### src/design/cftp_pkg.sv
// shared widths and transaction types for the circle-from-three-points core
`timescale 1ns / 1ps
package cftp_pkg;

  // coordinate width, signed two's complement
  localparam int COORD_W = 32;
  // bits of the b multiplier operand consumed per pipeline stage
  localparam int MUL_CHUNK = 16;

  // |u|^2 and |v|^2
  localparam int SQ_W = 2 * COORD_W + 1;
  // magnitude of the denominator d
  localparam int DM_W = 2 * COORD_W + 2;
  // magnitude of the numerators nx, ny
  localparam int NM_W = 3 * COORD_W + 2;

  typedef struct packed {
    logic signed [COORD_W-1:0] ax;
    logic signed [COORD_W-1:0] ay;
    logic signed [COORD_W-1:0] bx;
    logic signed [COORD_W-1:0] by_coord;
    logic signed [COORD_W-1:0] cx;
    logic signed [COORD_W-1:0] cy;
  } cftp_in_t;

  typedef struct packed {
    logic        [COORD_W-2:0] radius;
    logic signed [COORD_W-1:0] centre_x;
    logic signed [COORD_W-1:0] centre_y;
    logic                      degenerate;
    logic                      overflow;
  } cftp_out_t;

endpackage

### src/design/cftp_mul.sv
// pipelined unsigned multiplier, one chunk of the b operand per stage
`timescale 1ns / 1ps
module cftp_mul #(
  parameter int WA    = 8,
  parameter int WB    = 8,
  parameter int CHUNK = cftp_pkg::MUL_CHUNK
) (
  input  logic            clk,
  input  logic [WA-1:0]   a,
  input  logic [WB-1:0]   b,
  output logic [WA+WB-1:0] p
);

  localparam int NCH  = (WB + CHUNK - 1) / CHUNK;
  localparam int BP_W = NCH * CHUNK;
  localparam int AC_W = WA + BP_W;

  logic [BP_W-1:0] b_pad;
  logic [WA-1:0]   a_s [0:NCH-1];
  logic [BP_W-1:0] b_s [0:NCH-1];
  logic [AC_W-1:0] acc [0:NCH-1];

  assign b_pad = BP_W'(b);

  always_ff @(posedge clk) begin
    a_s[0] <= a;
    b_s[0] <= b_pad;
    acc[0] <= AC_W'(a) * AC_W'(b_pad[CHUNK-1:0]);
  end

  for (genvar k = 1; k < NCH; k++) begin : g_stage
    always_ff @(posedge clk) begin
      a_s[k] <= a_s[k-1];
      b_s[k] <= b_s[k-1];
      acc[k] <= acc[k-1] +
                ((AC_W'(a_s[k-1]) * AC_W'(b_s[k-1][k*CHUNK +: CHUNK])) << (k * CHUNK));
    end
  end

  assign p = acc[NCH-1][WA+WB-1:0];

endmodule

### config.mk
export PLATFORM = sky130hd
export DESIGN_NAME = cftp_mul
export DESIGN_NICKNAME = d
export VERILOG_FILES = /design/src/design/cftp_pkg.sv /design/src/design/cftp_mul.sv
export SDC_FILE = /design/constraint.sdc
export NUM_CORES = 1
export LEC_CHECK = 0
export ABC_CLOCK_PERIOD_IN_PS = 12790
export BUFFER_PORTS_ARGS = -buffer_cell sky130_fd_sc_hd__buf_2
export CAP_MARGIN = 20
export CELL_PAD_IN_SITES_DETAIL_PLACEMENT = 1
export CELL_PAD_IN_SITES_GLOBAL_PLACEMENT = 1
export CORE_UTILIZATION = 30
export CTS_BUF_LIST = sky130_fd_sc_hd__clkbuf_4
export DETAILED_ROUTE_END_ITERATION = 8
export PLACE_DENSITY = 0.63
export SYNTH_ARGS = -nofsm -noshare
export SYNTH_HDL_FRONTEND = slang
export SYNTH_SLANG_ARGS = --single-unit
### constraint.sdc
create_clock -name clk -period 12.79 [get_ports clk]
set_input_delay 1.9185 -clock clk [delete_from_list [all_inputs] [get_ports clk]]
set_output_delay 1.9185 -clock clk [all_outputs]
set_load 0.1 [all_outputs]
# --- After elaboration in Yosys (flattened, before gate mapping) ---
# Memory sizes are Yosys's and may differ from the RTL's.
# Index checks and enable logic that the tools add are counted.
word_totals:
  reg_bits: 0
  ramBits: 16
  inputBits: 17
  output_inout_bits: 16
  elab_cells: 2
  n_memories: 1
memory_table:
  columns: ["memory", "words", "width", "read_ports", "rd_clocked_by_memory_dff", "wr", "line_no", "text"]
  rows:
  - ["acc", 1, 16, 1, 0, 1, "cftp_mul.sv:21", "logic [AC_W-1:0] acc [0:NCH-1];"]
op_classes:
  multipliers: 1
op_table:
  columns: ["operator", "count"]
  rows:
  - ["8-bit by 8-bit multiplier with 16-bit output", 1]

# --- Depth between registers and ports, before layout ---
depth:
  ltp_word: 1
  mapped_depth: 15
  mapped_depth_nobuf: 15

# --- Worst setup path before layout ---
# Ideal clock, no wire load.
synth_path:
  kind: "input to register"
  start: "in b[4]"
  end: "mem acc[0][11] in the netlist's numbering"
  setup_ps: 72
  t_arrival_ps: 5415
  required_ps: 12718
  slack_ps: 7303
  path_stages: 15
  n_path_buf: 0
  path_cell_list: "and2_1 > fa_1 > inv_1 > fa_1 > inv_1 > fa_1 > inv_1 > fa_1 > inv_1 > ha_1 > and2_4 > a221oi_2 > nand2_1 > a31oi_1 > xnor2_1"
synth_between:
  elab_chain_len: 1
synth_lines:
  columns: ["item", "line_no", "text"]
  rows:
  - ["start, declared", "cftp_mul.sv:10", "input logic [WB-1:0] b,"]
  - ["8-bit by 8-bit multiplier with 16-bit output", "cftp_mul.sv:28", "acc[0] <= AC_W'(a) * AC_W'(b_pad[CHUNK-1:0]);"]
  - ["end, declared", "cftp_mul.sv:21", null]
# Every way passes these cells.

# --- Final worst setup path ---
# Ends and elaborated chain as after synthesis.

==> metrics <==
outcome=completed; VDD IR max=~0.090 mV; Most used DFF post-synth=dfxtp_1; post-CTS resize count=0; max-slew violations=0; relative slew slack=0.671; worst hold path class=input pin to flop; die width=92.0 um; post-synth top area cell=fa_1; setup bufs post-CTS=0; number of H-tree levels=1; Antenna Nets Post-Route=0; Initial DRT Pass Iterations=4; placed cells=393; final worst path period need=~5500 ps; critical path arrival=between 5000 and 6000 ps; share of the synthesized area in the top cell type=0.297; Net Sw Frac=0.592; Residual DRC=0; Initial Utilization=0.312; P&R area growth vs syn=12.9%; CP Capture Type=flop; clock share of power=0.055; Total GRT Usage=0.128; max-cap viol count=0; Placeable Area=7770 um2; commonest non-fill, non-tap cell in the layout=inv_1; Top Usage Layer GRT=met2; Iter 0 DRT Violations=46; critical path required time=between 10000 and 15000 ps; Die Area=~8500 um2; Worst-Margin Slew=approximately 500 ps; routed via count=~1800; final setup violation count=0; met1 Track Usage GR=0.170; Cells after Synth=between 200 and 300; Inserted Diodes=0; routed wire length=5.00 mm; Crit path max-delay family=adder cells; # port buffers=32; post-synthesis sequential element count=16; Post-Synthesis Net Count=~350; Max clock buf depth=2; CP Class=input pin to flop; Via-to-Cell Ratio=between 4 and 5; Final period util=0.429; Synth cell types=29; final core occ=0.353; total CTS buffers=3; Fin Setup TNS=0 ps; Largest Register=acc; Gate power share=0.800; fraction of registers with async set/reset=0; crit path cell chain=buf_2 -> and2_1 -> fa_1 -> inv_1 -> fa_1 -> inv_1 -> fa_1 -> inv_1 -> fa_1 -> inv_1 -> ha_1 -> and2_4 -> a221oi_2 -> nand2_1 -> a31oi_1 -> xnor2_1; Critical Path Source Type=input pin; power density cells=a little under 200 nW/um2; clock sinks=16; slowest cell on the critical path=fa_1; number of flops mapped to enable cells by yosys=0; Die H=between 90 and 100 um; Final #Nets=roughly 390; io pins=33; first-pass GRT wire length=8.58 mm; Final GP Congestion=approximately 0.84; largest net degree at the start of global routing=10; Seq pwr share=0.145; met2 usage=0.220; YS warnings=0; dpl hpwl=4.41 mm; register area share after synthesis=0.132; number of global-route vias before repair=1873; Largest regs=acc x16; largest cells by area after synthesis=fa_1 (30%), ha_1 (19%), dfxtp_1 (13%), and2_1 (12%), inv_1 (7.6%); clock transition at the registers of the reported paths=approximately 110 ps; grt met3 use=0.0191; max incr delay on CP=between 500 and 600 ps; endpoints failing hold=0; max FFs per register=16; CP Buf/Inv Count=5; RSZ-0062 raised after global routing=no; initial antenna violation count=0; Net Sw Power=0.315 mW; Hold Buf Count CTS=0; Max Clk Rate=around 0.18 GHz; total gr overflow=0; Leak=1.45 nW; Post-Syn Area=approximately 2400 um2; share of cells above drive strength 1=0.136; critical-path maximum fanout=8; DR WL/cell=~13 um; Hold Worst Slack=between 1500 and 2000 ps; Non-Filler Instances=roughly 400; P_int=0.217 mW; commonest cells after routing, fill and taps aside=inv_1 (49), and2_1 (47), fa_1 (36), ha_1 (36), buf_2 (32); CTS tree=built; CTS Root Cell=clkbuf_4; row count=32; syn avg cell area=about 9.4 um2
## power groups by stage
stage	logic [mW]	registers, mW	clock network, mW
2_1_floorplan	0.210	0.230	0
3_3_place_gp	0.430	0.0793	0
3_5_place_dp	0.434	0.0791	0
4_1_cts	0.435	0.0779	0.0324
5_1_grt	0.469	0.0792	0.0351
6_report	0.426	0.0772	0.0292
## metal layers
metal	share of wire	vias up
li1	-	884
met1	0.46	906
met2	0.51	26
met3	0.020	6
met4	0.0092	0
met5	0	-
## logic make-up after synthesis
family | count (synthesis) | synth area share
simple gates | 88 | 0.199
fa+ha+maj | 72 | 0.482
buf+inv | 49 | 0.0758
compound gates | 23 | 0.0706
flops | 16 | 0.132
xor+xnor | 11 | 0.0397
## area by class of cell
type	count	area, um2
clock buffer	3	22.5
clock inverter	1	3.75
fill	921	5030
inverter	49	184
multi-input combinational	194	1920
sequential	16	320
tap	102	128
timing repair buffer	32	160
## synthesized netlist by cell type (2+ instances only)
cell,instances
inv_1,49
and2_1,47
fa_1,36
ha_1,36
nand2_1,23
dfxtp_1,16
xnor2_1,7
nor2_1,6
a21oi_1,5
o21a_1,4
xor2_1,4
a211o_1,3
and3_1,3
nor2b_1,2
nor3_1,2
o211ai_1,2
o21ai_1,2
## through the flow
stage | instance area, um2 | setup WS (ps) | power (mW)
6_report | 2740 | 7300 | 0.533
3_5_place_dp | 2720 | 6960 | 0.513
3_3_place_gp | 2720 | 7000 | 0.509
4_1_cts | 2740 | 7270 | 0.546
5_1_grt | 2740 | 7100 | 0.584
2_1_floorplan | 2430 | 7300 | 0.440
## final timing paths
kind,slack [ps],cells after the start,from,endpoint
max,7300,16,b[4],acc[0][11]
min,1930,2,a[0],acc[0][0]
Note: power is estimated with default switching activity, not from simulation.
